$ cat src/plcp_pkg.sv
// Shared widths, constants and types for the peak level centroid pair block.
`default_nettype none
package plcp_pkg;

    localparam int WordW  = 32;
    localparam int CoordW = 11;
    localparam int LevelW = 5;
    localparam int SumW   = 33;
    localparam int CountW = 23;
    localparam int HeightW = 12;
    localparam int CfgIdxW = 1;
    localparam int CfgDataW = HeightW;

    localparam logic [WordW-1:0]   PackedMin   = 32'hFF01_0000;
    localparam logic [WordW-1:0]   PackedSplit = 32'hFF80_0000;
    localparam logic [HeightW-1:0] HeightReset = 12'd480;
    localparam logic [LevelW-1:0]  PeakReset   = 5'd1;

    typedef enum logic [CfgIdxW-1:0] {
        CFG_ENCODING = 1'b0,
        CFG_HEIGHT   = 1'b1
    } t_cfg_index;

    // Per-class update request.
    typedef struct packed {
        logic              hit;
        logic              clear;
        logic [LevelW-1:0] level;
    } t_acc_ctl;

    // Per-class totals.
    typedef struct packed {
        logic [LevelW-1:0] level;
        logic [SumW-1:0]   sum_x;
        logic [SumW-1:0]   sum_y;
        logic [CountW-1:0] count;
    } t_acc_result;

endpackage
`default_nettype wire

$ cat src/plcp_class_acc.sv
// Peak level tracker and centroid sums for one marker class.
`default_nettype none
module plcp_class_acc
    import plcp_pkg::*;
(
    input  wire logic              i_clk,
    input  wire logic              i_rst_n,
    input  wire t_acc_ctl          i_ctl,
    input  wire logic [CoordW-1:0] i_x,
    input  wire logic [CoordW-1:0] i_y,
    output t_acc_result            o_next
);

    t_acc_result r_acc;
    t_acc_result n_acc;

    always_comb begin
        n_acc = r_acc;
        if (i_ctl.hit) begin
            if (i_ctl.level > r_acc.level) begin
                // A higher level restarts the sums with this pixel alone.
                n_acc.level = i_ctl.level;
                n_acc.sum_x = {{(SumW-CoordW){1'b0}}, i_x};
                n_acc.sum_y = {{(SumW-CoordW){1'b0}}, i_y};
                n_acc.count = {{(CountW-1){1'b0}}, 1'b1};
            end else if (i_ctl.level == r_acc.level) begin
                n_acc.sum_x = r_acc.sum_x + {{(SumW-CoordW){1'b0}}, i_x};
                n_acc.sum_y = r_acc.sum_y + {{(SumW-CoordW){1'b0}}, i_y};
                n_acc.count = r_acc.count + {{(CountW-1){1'b0}}, 1'b1};
            end
        end
    end

    assign o_next = n_acc;

    always_ff @(posedge i_clk) begin
        if (!i_rst_n || i_ctl.clear) begin
            r_acc.level <= PeakReset;
            r_acc.sum_x <= '0;
            r_acc.sum_y <= '0;
            r_acc.count <= '0;
        end else begin
            r_acc <= n_acc;
        end
    end

endmodule
`default_nettype wire

$ cat src/peak_level_centroid_pair.sv
// Top level of the two-class peak level centroid accumulator.
// A word is classified and accumulated as it leaves the input register;
// the frame result is loaded at that same edge, as its last word leaves the input register.
// Throughput: one word per cycle, set by the input register and the
// 33-bit adds per class; only a last word waits while the result register is full.
// Reset is synchronous, active low: peaks return to 1, sums and counts to 0.
`default_nettype none
module peak_level_centroid_pair
    import plcp_pkg::*;
(
    input  wire logic                i_clk,
    input  wire logic                i_rst_n,
    input  wire logic                i_cfg_we,
    input  wire logic [CfgIdxW-1:0]  i_cfg_index,
    input  wire logic [CfgDataW-1:0] i_cfg_data,
    input  wire logic                i_in_valid,
    output logic                     o_in_ready,
    input  wire logic [WordW-1:0]    i_pixel_word,
    input  wire logic [CoordW-1:0]   i_pos_x,
    input  wire logic [CoordW-1:0]   i_pos_y,
    input  wire logic                i_frame_last,
    output logic                     o_out_valid,
    input  wire logic                i_out_ready,
    output logic [LevelW-1:0]        o_first_level,
    output logic [SumW-1:0]          o_first_sum_x,
    output logic [SumW-1:0]          o_first_sum_y,
    output logic [CountW-1:0]        o_first_count,
    output logic [LevelW-1:0]        o_second_level,
    output logic [SumW-1:0]          o_second_sum_x,
    output logic [SumW-1:0]          o_second_sum_y,
    output logic [CountW-1:0]        o_second_count
);

    logic               r_encoding;
    logic [HeightW-1:0] r_height;

    logic               r_in_valid;
    logic [WordW-1:0]   r_word;
    logic [CoordW-1:0]  r_x;
    logic [CoordW-1:0]  r_y;
    logic               r_last;

    logic               r_out_valid;
    t_acc_result        r_res_one;
    t_acc_result        r_res_two;

    logic               advance;
    logic               in_take;
    logic               pix_hit;
    logic               pix_two;
    logic [LevelW-1:0]  pix_level;
    logic [CoordW-1:0]  pix_y;
    logic [HeightW-1:0] flip_y;
    logic [LevelW-1:0]  lvl_r;
    logic [LevelW-1:0]  lvl_u;
    t_acc_ctl           ctl_one;
    t_acc_ctl           ctl_two;
    t_acc_result        next_one;
    t_acc_result        next_two;

    always_ff @(posedge i_clk) begin
        if (!i_rst_n) begin
            r_encoding <= 1'b0;
            r_height   <= HeightReset;
        end else if (i_cfg_we) begin
            unique case (t_cfg_index'(i_cfg_index))
                CFG_ENCODING: r_encoding <= i_cfg_data[0];
                CFG_HEIGHT:   r_height   <= i_cfg_data;
                default:      ;
            endcase
        end
    end

    // A last word may only leave the input register when the result slot frees.
    assign advance    = r_in_valid && (!r_last || !r_out_valid || i_out_ready);
    assign o_in_ready = !r_in_valid || advance;
    assign in_take    = i_in_valid && o_in_ready;

    always_ff @(posedge i_clk) begin
        if (!i_rst_n) begin
            r_in_valid <= 1'b0;
        end else if (in_take) begin
            r_in_valid <= 1'b1;
        end else if (advance) begin
            r_in_valid <= 1'b0;
        end
    end

    always_ff @(posedge i_clk) begin
        if (in_take) begin
            r_word <= i_pixel_word;
            r_x    <= i_pos_x;
            r_y    <= i_pos_y;
            r_last <= i_frame_last;
        end
    end

    assign lvl_r  = r_word[7:3];
    assign lvl_u  = r_word[15:11];
    assign flip_y = r_height - 12'd1 - {1'b0, r_y};

    always_comb begin
        if (r_encoding) begin
            pix_hit   = (r_word >= PackedMin);
            pix_two   = (r_word >= PackedSplit);
            pix_level = (lvl_r > lvl_u) ? lvl_r : lvl_u;
            pix_y     = flip_y[CoordW-1:0];
        end else begin
            // Both byte halves use bits 6:3 as the level.
            pix_hit   = (r_word[7:0] != 8'd0);
            pix_two   = r_word[7];
            pix_level = {1'b0, r_word[6:3]};
            pix_y     = r_y;
        end
    end

    always_comb begin
        ctl_one.hit   = advance && pix_hit && !pix_two;
        ctl_one.clear = advance && r_last;
        ctl_one.level = pix_level;
        ctl_two.hit   = advance && pix_hit && pix_two;
        ctl_two.clear = advance && r_last;
        ctl_two.level = pix_level;
    end

    plcp_class_acc u_acc_one (
        .i_clk   (i_clk),
        .i_rst_n (i_rst_n),
        .i_ctl   (ctl_one),
        .i_x     (r_x),
        .i_y     (pix_y),
        .o_next  (next_one)
    );

    plcp_class_acc u_acc_two (
        .i_clk   (i_clk),
        .i_rst_n (i_rst_n),
        .i_ctl   (ctl_two),
        .i_x     (r_x),
        .i_y     (pix_y),
        .o_next  (next_two)
    );

    always_ff @(posedge i_clk) begin
        if (!i_rst_n) begin
            r_out_valid <= 1'b0;
        end else if (advance && r_last) begin
            r_out_valid <= 1'b1;
        end else if (i_out_ready) begin
            r_out_valid <= 1'b0;
        end
    end

    always_ff @(posedge i_clk) begin
        if (advance && r_last) begin
            r_res_one <= next_one;
            r_res_two <= next_two;
        end
    end

    assign o_out_valid    = r_out_valid;
    assign o_first_level  = r_res_one.level;
    assign o_first_sum_x  = r_res_one.sum_x;
    assign o_first_sum_y  = r_res_one.sum_y;
    assign o_first_count  = r_res_one.count;
    assign o_second_level = r_res_two.level;
    assign o_second_sum_x = r_res_two.sum_x;
    assign o_second_sum_y = r_res_two.sum_y;
    assign o_second_count = r_res_two.count;

endmodule
`default_nettype wire
$ cat config.mk
export PLATFORM = sky130hd
export DESIGN_NAME = peak_level_centroid_pair
export DESIGN_NICKNAME = d
export VERILOG_FILES = /design/src/plcp_pkg.sv /design/src/plcp_class_acc.sv /design/src/peak_level_centroid_pair.sv
export SDC_FILE = /design/constraint.sdc
export NUM_CORES = 1
export LEC_CHECK = 0
export ABC_CLOCK_PERIOD_IN_PS = 6950
export BUFFER_PORTS_ARGS = -buffer_cell sky130_fd_sc_hd__buf_2
export CORE_UTILIZATION = 55
export CTS_BUF_LIST = sky130_fd_sc_hd__clkbuf_4
export DETAILED_ROUTE_END_ITERATION = 7
export PLACE_DENSITY = 0.88
export SETUP_SLACK_MARGIN = 0.15
export SLEW_MARGIN = 10
export SYNTH_ARGS = -nofsm -noshare
export SYNTH_HDL_FRONTEND = slang
export SYNTH_HIERARCHICAL = 1
export SYNTH_SLANG_ARGS = --single-unit
export TNS_END_PERCENT = 1
$ cat constraint.sdc
create_clock -name i_clk -period 6.95 [get_ports i_clk]
set_clock_uncertainty 0.2 [all_clocks]
set_input_delay 1.39 -clock i_clk [delete_from_list [all_inputs] [get_ports i_clk]]
set_output_delay 1.39 -clock i_clk [all_outputs]
set_load 0.005 [all_outputs]
==> impl_results.rst, run 1 <==
.. list-table::
   :header-rows: 1

   * - Metric
     - Value
   * - Post-CTS Hold Buffers
     - 0
   * - Clock period minus worst slack
     - around 5.6 ns
   * - Via density per instance
     - 5.89
   * - Post-synth EDFFs
     - 240
   * - Via Count
     - roughly 17000
   * - Total Die Area
     - between 30000 and 40000 sq um
   * - Worst max-slew margin expressed relative to the limit
     - 10.5%
   * - Unrepaired setup endpoints after global routing
     - no
   * - Final total negative setup slack
     - 0 ns
   * - Synth Cell Area
     - roughly 21000 sq um
   * - Hold crit path type
     - flip-flop to flip-flop
   * - Gpl congestion
     - between 0.9 and 1
   * - Mean routed wirelength per cell
     - about 18 um
   * - Count of input and output buffers
     - about 260
   * - Final setup violation count
     - 0
   * - Starting Density
     - roughly 56%
   * - CTS sink cnt
     - between 400 and 500
   * - Unique masters post-synth
     - between 60 and 70
   * - Post-synthesis register bit count
     - 442
   * - CTS buffer count
     - 108
   * - TritonCTS clock tree
     - yes
   * - Area share of the largest cell type after synthesis
     - 34.4%
   * - Startpoint kind of the worst setup timing path
     - flip-flop
   * - Count of yosys warnings during synthesis
     - 6
   * - Total congestion overflow
     - 0
   * - Post-Syn Area per Cell
     - between 10 and 15 sq um
   * - Cell area power density
     - 228 nW/um^2
   * - Leak
     - slightly below 10 nW
   * - H-tree level count
     - 3
   * - Clock insertion delay at the later pin of the skew report
     - 0.84 ns
   * - Sequential share of the synthesized area
     - between 50% and 60%
   * - Async S/R FF share, synth
     - 0%
   * - Die extent in y
     - between 150 and 200 um
   * - WS Path Type
     - flip-flop to flip-flop
   * - Peak supply drop
     - between 0.00015 and 0.0002 V
   * - Floorplan Core Area
     - ~38000 sq um
   * - X dimension of the die
     - around 200 um
   * - Iteration-0 DRC count of the detailed router
     - between 1000 and 1500
   * - Final clock period utilization by the worst path
     - between 80% and 90%
   * - Number of fillers in the final layout
     - between 2000 and 3000
   * - Final routed wirelength across all metal layers
     - around 53000 um
   * - ANT nets after route
     - 0
   * - CTS-repair resized insts
     - 0
   * - Maximum clock insertion buffer count
     - 3
   * - Ratio of cells with drive above 1 in the final layout
     - between 20% and 30%
   * - Final number of max-transition violations
     - 0
   * - Global Route Usage Sum
     - a little over a quarter
   * - Crit-path max FO
     - 34
   * - Critical path data arrival time
     - 6.09 ns
   * - Wire length of the first global-routing pass
     - 83500 um
   * - Synthesized Nets
     - ~2200
   * - Net count, final
     - between 2000 and 2500
   * - Boundary pin count
     - around 260
   * - Count of endpoints failing hold in the final timing report
     - 0
   * - Run status
     - finished, final reports clean
   * - Worst Hold Margin
     - 0.280 ns
   * - Total iterations of the first detailed-routing run
     - 5
   * - Clock edge transition at the registers on the reported setup and hold paths
     - approximately 0.06 ns
   * - Post-synth top cells
     - 240 x edfxtp_1, 228 x nor2_1, 202 x dfxtp_1
   * - Remaining routing DRC violations
     - 0
   * - Number of placement rows
     - 71
   * - Fmax
     - around 180 MHz
   * - Initial antenna violation count
     - 2
   * - Growth of design area from synthesis to finish
     - 15.1%
   * - Largest net degree at the start of global routing
     - approximately 80
   * - Crit path required time
     - around 7.4 ns
   * - Ranking of synthesized cells by area
     - edfxtp_1 34%, dfxtp_1 19%, ha_1 4.2%
   * - Cell count after synthesis
     - 2025
   * - Largest area contributor in the netlist
     - edfxtp_1
   * - Max Cap Viol
     - 0
   * - Endpoint type of the worst setup path
     - flip-flop
   * - Estimated wirelength of the detail-placed design
     - 36700 um
   * - Number of global-route vias before repair
     - approximately 17000
   * - Clk Tree Root Cell
     - clkbuf_4
   * - Actual transition at the worst max-transition pin
     - around 1.3 ns
   * - Main synth FF type
     - edfxtp_1
   * - Post-CTS setup-driven buffer insertion count
     - 0
   * - Most frequently used cell type in the post-synthesis netlist
     - edfxtp_1
sequential cells by signal, summed over array words and instances (netlist names):
name	count
o_first_count	23
o_first_level	5
o_first_sum_x	33
o_first_sum_y	33
o_out_valid	1
o_second_count	23
o_second_level	5
o_second_sum_x	33
o_second_sum_y	33
r_encoding	1
r_height	11
r_in_valid	1
r_last	1
r_word	29
r_x	11
r_y	11
u_acc_one/r_acc	94
u_acc_two/r_acc	94
logic make-up (layout without fill, tap and decap cells):
kind of cell    after synthesis  after routing  share of synthesized area, %
flops                       442            442                          53.7
xor+xnor                    112            112                          4.68
mux                          23             23                          1.12
other cells                   0              2                             0
compound gates              425            425                          13.9
simple gates                792            792                          18.8
buf+inv                     155            552                          3.10
fa+ha+maj                    76             76                          4.72
metal layers:
| metal | vias up | wire length, um | GRT usage [%] |
|---|---|---|---|
| li1 | 8122 | - | - |
| met1 | 8244 | 21900 | 33.8 |
| met2 | 764 | 25100 | 43.7 |
| met3 | 157 | 4030 | 5.75 |
| met4 | 0 | 2130 | 14.8 |
| met5 | - | 0 | 0 |
per-stage QoR:
stage	power, mW	setup slack [ns]	cells	instance area, sq um	utilization [%]
finish	5.50	1.30	2935	24100	64.2
global route	5.73	0.917	2935	24100	64.2
CTS	5.54	1.38	2933	24100	64.1
detailed placement	3.39	1.42	2728	22700	60.4
global placement	3.37	1.56	2728	22700	60.4
floorplan	3.23	1.79	2025	21000	-
placed cells by master (no fill, tap or decap), types with 19 or more instances in the layout:
cell type	count
mux2i_1	19
and3_1	25
or4_1	32
clkinv_1	32
o21ai_0	74
or3_1	24
o21a_1	27
buf_4	21
clkbuf_4	161
and2_1	41
nor2_1	228
a21oi_1	101
xor2_1	23
inv_1	68
a21o_1	22
nand2_1	182
nand3_1	58
o2bb2ai_1	20
ha_1	71
buf_2	258
dfxtp_1	202
edfxtp_1	240
o211ai_1	32
nor3_1	67
a211oi_1	19
nand4_1	42
xnor2_1	89
critical path: stages (launching register included):
cell and delay (ns):
edfxtp_1 0.33, inv_1 0.05, ha_1 0.20, fa_1 0.42, a21o_1 0.24, a2111oi_4 0.40
o221ai_2 0.17, a21oi_2 0.17, mux2i_1 0.22, xor2_1 0.63, ha_1 0.50, and2_1 0.30
a311oi_1 0.27, o21a_1 0.87, o21ai_0 0.25, a21oi_1 0.21
report_power, final:
group	internal (mW)	leakage, nW	switching [mW]	total, mW
Combinational	0.174	4.82	0.339	0.513
Clock	1.08	0.833	1.07	2.15
Sequential	2.80	4.12	0.0317	2.83
layout make-up:
class	instances	area [sq um]	share of cell area [%]
Clock inverter	44	204	0.846
Sequential cell	442	11300	46.7
Multi-Input combinational cell	1428	9100	37.7
Tap cell	511	639	2.65
Inverter	68	255	1.06
Timing Repair Buffer	279	1450	6.01
Antenna cell	2	5.00	0.0208
Clock buffer	161	1210	5.01
worst paths after layout:
check	startpoint	to	slack [ns]	cells past startpoint
worst min register to register	r_height[7]	r_height[7]	0.28	2
worst max register to register	r_y[0]	o_second_sum_y[13]	1.30	15
worst max-delay path	r_y[0]	o_second_sum_y[13]	1.30	15
worst min-delay path	r_height[7]	r_height[7]	0.28	2
Power figures use the tool's default switching activity.
==> run 2: changes to the inputs <==
--- a/config.mk
+++ b/config.mk
@@ -5,7 +5,7 @@
 export SDC_FILE = /design/constraint.sdc
 export NUM_CORES = 1
 export LEC_CHECK = 0
-export ABC_CLOCK_PERIOD_IN_PS = 6950
+export ABC_CLOCK_PERIOD_IN_PS = 4700
 export BUFFER_PORTS_ARGS = -buffer_cell sky130_fd_sc_hd__buf_2
 export CORE_UTILIZATION = 55
 export CTS_BUF_LIST = sky130_fd_sc_hd__clkbuf_4
==> constraint.sdc (replaced) <==
create_clock -name i_clk -period 4.7 [get_ports i_clk]
set_clock_uncertainty 0.2 [all_clocks]
set_input_delay 0.94 -clock i_clk [delete_from_list [all_inputs] [get_ports i_clk]]
set_output_delay 0.94 -clock i_clk [all_outputs]
set_load 0.005 [all_outputs]
==> run 2 against run 1 <==
  * Register-to-register slack got worse by 1.1 ns
  * Fmax increased by 27%
  * Setup slack got worse by 1.1 ns
  * Core utilization increased by 2.1 points
  * Sequential share of layout area decreased by 1.5 points
  * Hold slack got worse by 0.20 ns
  * Cell count increased by 1.6%
  * Clock-buffer cell count increased by 14
  * Largest cell class unchanged
==> impl_results.rst, run 2 (same netlist as run 1, synthesis figures left out) <==
.. list-table::
   :header-rows: 1

   * - Metric
     - Value
   * - Clock edge transition at the registers on the reported setup and hold paths
     - ~0.07 ns
   * - Clock insertion delay at the later pin of the skew report
     - 0.83 ns
   * - Global Route Usage Sum
     - a little over a quarter
   * - Number of fillers in the final layout
     - between 2000 and 3000
   * - Unrepaired setup endpoints after global routing
     - yes
   * - Mean routed wirelength per cell
     - ~18 um
   * - Total power of the final layout
     - 8.46 mW
   * - Most frequent standard cell in the layout excluding fill and tap cells
     - buf_2
   * - Die extent in y
     - 197 um
   * - Number of placement rows
     - 71
   * - Most frequent cells in the layout
     - 258 x buf_2, 240 x edfxtp_1, 225 x nor2_1
   * - Worst max-slew margin expressed relative to the limit
     - 27.3%
   * - Run status
     - finished, final reports clean
   * - Fmax
     - roughly 220 MHz
   * - Total area of sequential cells
     - around 11000 sq um
   * - Initial antenna violation count
     - 3
   * - Crit-path max FO
     - 12
   * - Startpoint kind of the worst setup timing path
     - flip-flop
   * - Worst-path cell with the longest stage delay
     - or4_4
   * - Setup slack after placement
     - -0.194 ns
   * - Number of global-route vias before repair
     - around 17000
   * - Endpoint type of the worst setup path
     - flip-flop
   * - Net count, final
     - 2524
   * - Total Die Area
     - 38900 sq um
   * - Remaining routing DRC violations
     - 0
   * - Final clock period utilization by the worst path
     - a little over nine tenths
   * - Crit path required time
     - between 5 and 6 ns
   * - X dimension of the die
     - just under 200 um
   * - Wire length of the first global-routing pass
     - 84300 um
   * - Final total negative setup slack
     - 0 ns
   * - Starting Density
     - a little under three fifths
   * - CTS buffer count
     - 110
   * - H-tree level count
     - 3
   * - CP max stage delay
     - between 0.5 and 0.6 ns
   * - Cell area power density
     - ~340 nW/um^2
   * - ANT nets after route
     - 0
   * - Largest net degree at the start of global routing
     - 84
   * - Leak
     - roughly 10 nW
   * - Crit path max-delay family
     - compound AO/OA/AOI/OAI gates
   * - Final number of max-transition violations
     - 0
   * - CTS sink cnt
     - roughly 440
   * - Worst Hold Margin
     - 0.0829 ns
   * - TritonCTS clock tree
     - yes
   * - Final setup violation count
     - 0
   * - Clk Tree Root Cell
     - clkbuf_4
   * - Ratio of cells with drive above 1 in the final layout
     - between 20% and 30%
   * - Floorplan Core Area
     - around 38000 sq um
   * - Final routed wirelength across all metal layers
     - ~55000 um
   * - Utilization of the core after routing
     - approximately two thirds
   * - Area of the multi-input gates
     - just over 9000 sq um
   * - Regs by FF count
     - u_acc_one/r_acc x94, u_acc_two/r_acc x94
   * - Critical path data arrival time
     - about 4.9 ns
   * - Estimated wirelength of the detail-placed design
     - 37500 um
   * - Total iterations of the first detailed-routing run
     - 5
   * - Clock period minus worst slack
     - between 4 and 5 ns
   * - Via density per instance
     - between 5 and 6
   * - WS Path Type
     - flip-flop to flip-flop
   * - Actual transition at the worst max-transition pin
     - between 1 and 1.5 ns
   * - Iteration-0 DRC count of the detailed router
     - approximately 1200
   * - Cell-by-cell trace of the critical path
     - inv_1 -> ha_2 -> fa_2 -> a21o_1 -> a2111oi_4 -> o21ai_1 -> xnor2_1 -> nand2_1 -> o21ai_1 -> buf_4 -> ha_4 -> and2_1 -> nand2_1 -> o31ai_4 -> a211oi_4 -> or4_4 -> a21oi_1
   * - Max Cap Viol
     - 0
   * - Total congestion overflow
     - 0
   * - Count of input and output buffers
     - ~260
   * - Boundary pin count
     - roughly 260
   * - Buf/Inv on CP
     - 2
   * - Maximum clock insertion buffer count
     - 3
   * - Growth of design area from synthesis to finish
     - 18.9%
   * - Count of endpoints failing hold in the final timing report
     - 0
   * - Post-CTS Hold Buffers
     - 0
   * - Peak supply drop
     - roughly 0.00021 V
   * - Hold crit path type
     - primary input to flip-flop
   * - Via Count
     - between 15000 and 20000
   * - Setup slack of the critical path after layout
     - around 0.24 ns
   * - Gpl congestion
     - about 0.92
-- run 2: changes by cell type in the layout (fill, tap and decap cells not counted), sizes merged --
cell	before	now
buf	279	324
clkbuf	161	176
clkinv	39	25
bufinv	0	3
inv	71	68
diode	2	3
-- run 2: per-stage QoR --
| stage | area, sq um | cells |
|---|---|---|
| finish | 24900 | 2982 |
| global route | 24900 | 2982 |
| CTS | 24600 | 2972 |
| detailed placement | 23000 | 2767 |
| global placement | 23000 | 2767 |
| floorplan | 21000 | 2025 |
-- run 2: worst paths after layout --
path,slack [ns],start,depth (start not counted),end
setup / recovery,0.24,r_y[0],17,o_second_sum_y[20]
hold / removal,0.08,i_pixel_word[22],1,r_word[22]
setup reg to reg,0.24,r_y[0],17,o_second_sum_y[20]
hold reg to reg,0.28,r_height[10],2,r_height[10]
-- run 2: layout make-up --
type	count	share of cell area, %
sequential	442	45.2
multi-input combinational	1428	37.6
timing repair buffer	325	7.54
clock buffer	175	5.27
tap	511	2.57
inverter	68	1.02
clock inverter	30	0.834
antenna	3	0.0301
-- run 2: report_power, final --
| group | internal (mW) | total (mW) | switching [mW] |
|---|---|---|---|
| Sequential | 4.14 | 4.19 | 0.0434 |
| Combinational | 0.306 | 0.833 | 0.527 |
| Clock | 1.85 | 3.44 | 1.59 |
| Total | 6.30 | 8.46 | 2.16 |
-- run 2: per-layer routing --
metal  vias up  track usage, %  wire length (um)  share of wire, %
li1       8243               -                 -                 -
met1      8318            35.0             22400                41
met2       823            43.7             25600                47
met3       161            6.20              4470               8.2
met4         2            14.2              2230               4.1
met5         -               0                 8             0.015
-- run 2: what timing repair did --
| item | 4_1_cts | 5_1_grt |
|---|---|---|
| gates cloned | 0 | 1 |
| resized for setup | 16 | 43 |
| endpoints found under the hold margin | 0 | 0 |
| pin swaps | 1 | 22 |
| endpoints found under the setup margin | 88 | 239 |
| setup buffers | 0 | 6 |
==> run 3: changes to the inputs <==
--- a/config.mk
+++ b/config.mk
@@ -7,6 +7,7 @@
 export LEC_CHECK = 0
 export ABC_CLOCK_PERIOD_IN_PS = 4700
 export BUFFER_PORTS_ARGS = -buffer_cell sky130_fd_sc_hd__buf_2
+export CORE_MARGIN = 4
 export CORE_UTILIZATION = 55
 export CTS_BUF_LIST = sky130_fd_sc_hd__clkbuf_4
 export DETAILED_ROUTE_END_ITERATION = 7
==> run 3 against run 2 <==
  * Combinational power is essentially flat
  * First-iteration DRC count up 27%
  * Power is 0.11% higher
  * Cell count is 0.10% higher
  * Hold slack gained 0.023 ns
  * Sequential share of layout area is 0.098 points higher
  * Register-to-register slack better by 0.05 ns
  * Global-route usage is 1.4 points lower
  * Flip-flop and latch count did not move
  * Clock power hardly changed
  * Via count fell by 0.14%
  * Sequential power hardly changed
  * Largest cell class unchanged
  * Critical path type unchanged
==> impl_results.rst, run 3 (same netlist as run 1, synthesis figures left out) <==
.. list-table::
   :header-rows: 1

   * - Metric
     - Value
   * - Run status
     - finished, final reports clean
   * - Mean routed wirelength per cell
     - about 19 um
   * - Reg power frac
     - between 40% and 50%
   * - WS Path Type
     - flip-flop to flip-flop
   * - Final clock period utilization by the worst path
     - a little over nine tenths
   * - Leak
     - slightly above 10 nW
   * - Growth of design area from synthesis to finish
     - 18.6%
   * - ANT nets after route
     - 0
   * - Startpoint kind of the worst setup timing path
     - flip-flop
   * - Floorplan Core Area
     - ~38000 sq um
   * - Crit path required time
     - 5.05 ns
   * - Estimated wirelength of the detail-placed design
     - just under 40000 um
   * - Actual transition at the worst max-transition pin
     - just over 0.9 ns
   * - Final number of max-transition violations
     - 0
   * - Launch point of the worst hold path
     - i_pixel_word[19]
   * - Unrepaired setup endpoints after global routing
     - yes
   * - Most frequent standard cell in the layout excluding fill and tap cells
     - buf_2
   * - TritonCTS clock tree
     - yes
   * - Placed Area
     - 23100 sq um
   * - CP max stage delay
     - 0.43 ns
   * - Reg-to-reg setup timing slack
     - approximately 0.29 ns
   * - Number of cells on the worst hold path
     - 1
   * - H-tree level count
     - 3
   * - Starting Density
     - 55.6%
   * - Count of endpoints failing hold in the final timing report
     - 0
   * - Count of input and output buffers
     - about 260
   * - Total power of the final layout
     - about 8.5 mW
   * - Maximum clock insertion buffer count
     - 3
   * - CTS buffer count
     - roughly 110
   * - Worst-path cell with the longest stage delay
     - a2111oi_4
   * - Crit-path max FO
     - 7
   * - Worst max-slew margin expressed relative to the limit
     - ~38%
   * - Global Route Usage Sum
     - between 20% and 30%
   * - Regs by FF count
     - u_acc_one/r_acc x94, u_acc_two/r_acc x94
   * - Number of global-route vias before repair
     - between 15000 and 20000
   * - Clk Tree Root Cell
     - clkbuf_4
   * - Die extent in y
     - about 200 um
   * - Most frequent cells in the layout
     - 258 x buf_2, 240 x edfxtp_1, 225 x nor2_1
   * - Number of placement rows
     - slightly above 70
   * - Hold Path Sink
     - r_word[19]
   * - Sw Ratio
     - about a quarter
   * - Cell area power density
     - roughly 340 nW/um^2
   * - Ratio of cells with drive above 1 in the final layout
     - 23.7%
   * - Hold crit path type
     - primary input to flip-flop
   * - Cell-by-cell trace of the critical path
     - inv_1 -> ha_1 -> fa_2 -> a21o_1 -> a2111oi_4 -> o221ai_2 -> a21oi_2 -> mux2i_1 -> xor2_1 -> buf_4 -> ha_4 -> buf_6 -> buf_4 -> a211oi_4 -> buf_4 -> nor3_1 -> o21a_1
   * - Via Count
     - ~18000
   * - Worst R2R Path Depth
     - 17
   * - Clock power share
     - a little over 40%
   * - Utilization of the core after routing
     - between 60% and 70%
   * - Boundary pin count
     - approximately 260
   * - Remaining routing DRC violations
     - 0
   * - Total Die Area
     - 41300 sq um
   * - Internal portion of total power
     - approximately 6.3 mW
   * - Total area of sequential cells
     - ~11000 sq um
   * - Buf/Inv on CP
     - 5
   * - Total congestion overflow
     - 0
   * - Clock edge transition at the registers on the reported setup and hold paths
     - roughly 0.070 ns
   * - Final setup violation count
     - 0
   * - Via density per instance
     - 5.87
   * - Clock period minus worst slack
     - about 4.4 ns
   * - Clock insertion delay at the later pin of the skew report
     - 0.81 ns
   * - Area of the multi-input gates
     - just over 9000 sq um
   * - X dimension of the die
     - between 200 and 250 um
   * - Final routed wirelength across all metal layers
     - approximately 56000 um
   * - Cell total after placement
     - ~2800
   * - Critical path data arrival time
     - 4.76 ns
   * - Wire length of the first global-routing pass
     - between 80000 and 90000 um
   * - Net switching power of the design
     - about 2.1 mW
   * - Peak supply drop
     - ~0.00024 V
   * - Cell area after layout
     - 24900 sq um
   * - Reg-to-reg endpoint
     - o_second_sum_y[30]
   * - Crit path max-delay family
     - compound AO/OA/AOI/OAI gates
   * - Largest net degree at the start of global routing
     - just over 70
   * - Iteration-0 DRC count of the detailed router
     - 1581
   * - Net count, final
     - around 2500
   * - Number of fillers in the final layout
     - between 2000 and 3000
   * - Final non-filler cell total
     - just under 3000
   * - CTS sink cnt
     - around 440
   * - Most used cell along the critical path
     - buf_4
   * - Combinational Power Share
     - 9.8%
   * - Initial antenna violation count
     - 1
   * - Final total negative setup slack
     - 0 ns
   * - Post-CTS Hold Buffers
     - 0
   * - Instance count on the critical path
     - 17
   * - Launch point of the worst reg-to-reg path
     - r_y[0]
   * - Gpl congestion
     - about 0.9
   * - Fmax
     - between 200 and 250 MHz
   * - Max Cap Viol
     - 0
   * - Endpoint type of the worst setup path
     - flip-flop
   * - Total iterations of the first detailed-routing run
     - 6
==> run 3: changes by cell type in the layout (fill, tap and decap cells not counted), moves of 4 or more <==
| cell | delta |
|---|---|
| a21oi_1 | -4 |
| nor3_2 | -4 |
| nor3_1 | +4 |
| clkbuf_4 | -11 |
| clkinv_1 | +11 |
| a21oi_2 | +4 |
==> run 3: cell type report <==
class / count / area share (%)
sequential: 442 / 45.3
multi-input combinational: 1428 / 37.3
timing repair buffer: 328 / 7.63
clock buffer: 164 / 4.95
tap: 511 / 2.57
clock inverter: 43 / 1.22
inverter: 68 / 1.03
antenna: 1 / 0.0101
==> run 3: worst register-to-register path: stages (launching register included) <==
cell and delay, ns:
edfxtp_1 0.33, inv_1 0.05, ha_1 0.21, fa_2 0.37, a21o_1 0.21, a2111oi_4 0.43, o221ai_2 0.17, a21oi_2 0.15
mux2i_1 0.22, xor2_1 0.20, buf_4 0.23, ha_4 0.23, buf_6 0.12, buf_4 0.15, a211oi_4 0.41, buf_4 0.22
nor3_1 0.08, o21a_1 0.18
==> run 3: worst max-delay path by stage <==
stage / end / slack [ns] / start
2_1_floorplan: r_last / 0.34 / i_out_ready
3_3_place_gp: u_acc_two/r_acc[38] / 0.09 / r_word[4]
3_5_place_dp: u_acc_two/r_acc[87] / -0.05 / r_word[4]
4_1_cts: o_first_sum_y[29] / 0.14 / r_y[0]
5_1_grt: u_acc_two/r_acc[38] / 0.08 / r_word[4]
6_report: o_second_sum_y[30] / 0.29 / r_y[0]
==> run 3: metal layers <==
layer  vias to the layer above  routed length, um  GRT usage [%]
met2                       808              26400           42.3
met3                       111               4690           5.20
li1                       8234                  -              -
met5                         -                  0              0
met4                         0               1570           10.1
met1                      8370              23100           34.7
==> run 3: what timing repair did <==
item	4_1_cts	5_1_grt
endpoints found under the setup margin	77	166
pin swaps	0	11
gates resized for setup	8	39
setup buffers	0	9
==> run 3: power by group through the flow <==
stage	registers, mW	clock network [mW]	logic (mW)
after global routing	4.19	3.75	0.902
final	4.19	3.45	0.831
after CTS	4.19	3.53	0.798
after global placement	4.27	0	0.759
after floorplan	4.26	0	0.515
after detailed placement	4.27	0	0.788
==> run 3: stage by stage <==
step                hold WS (ns)  setup WS, ns
floorplan                  0.247         0.341
global placement           0.259        0.0919
detailed placement         0.271       -0.0516
CTS                       0.0246         0.138
global route              0.0469        0.0839
finish                     0.106         0.288
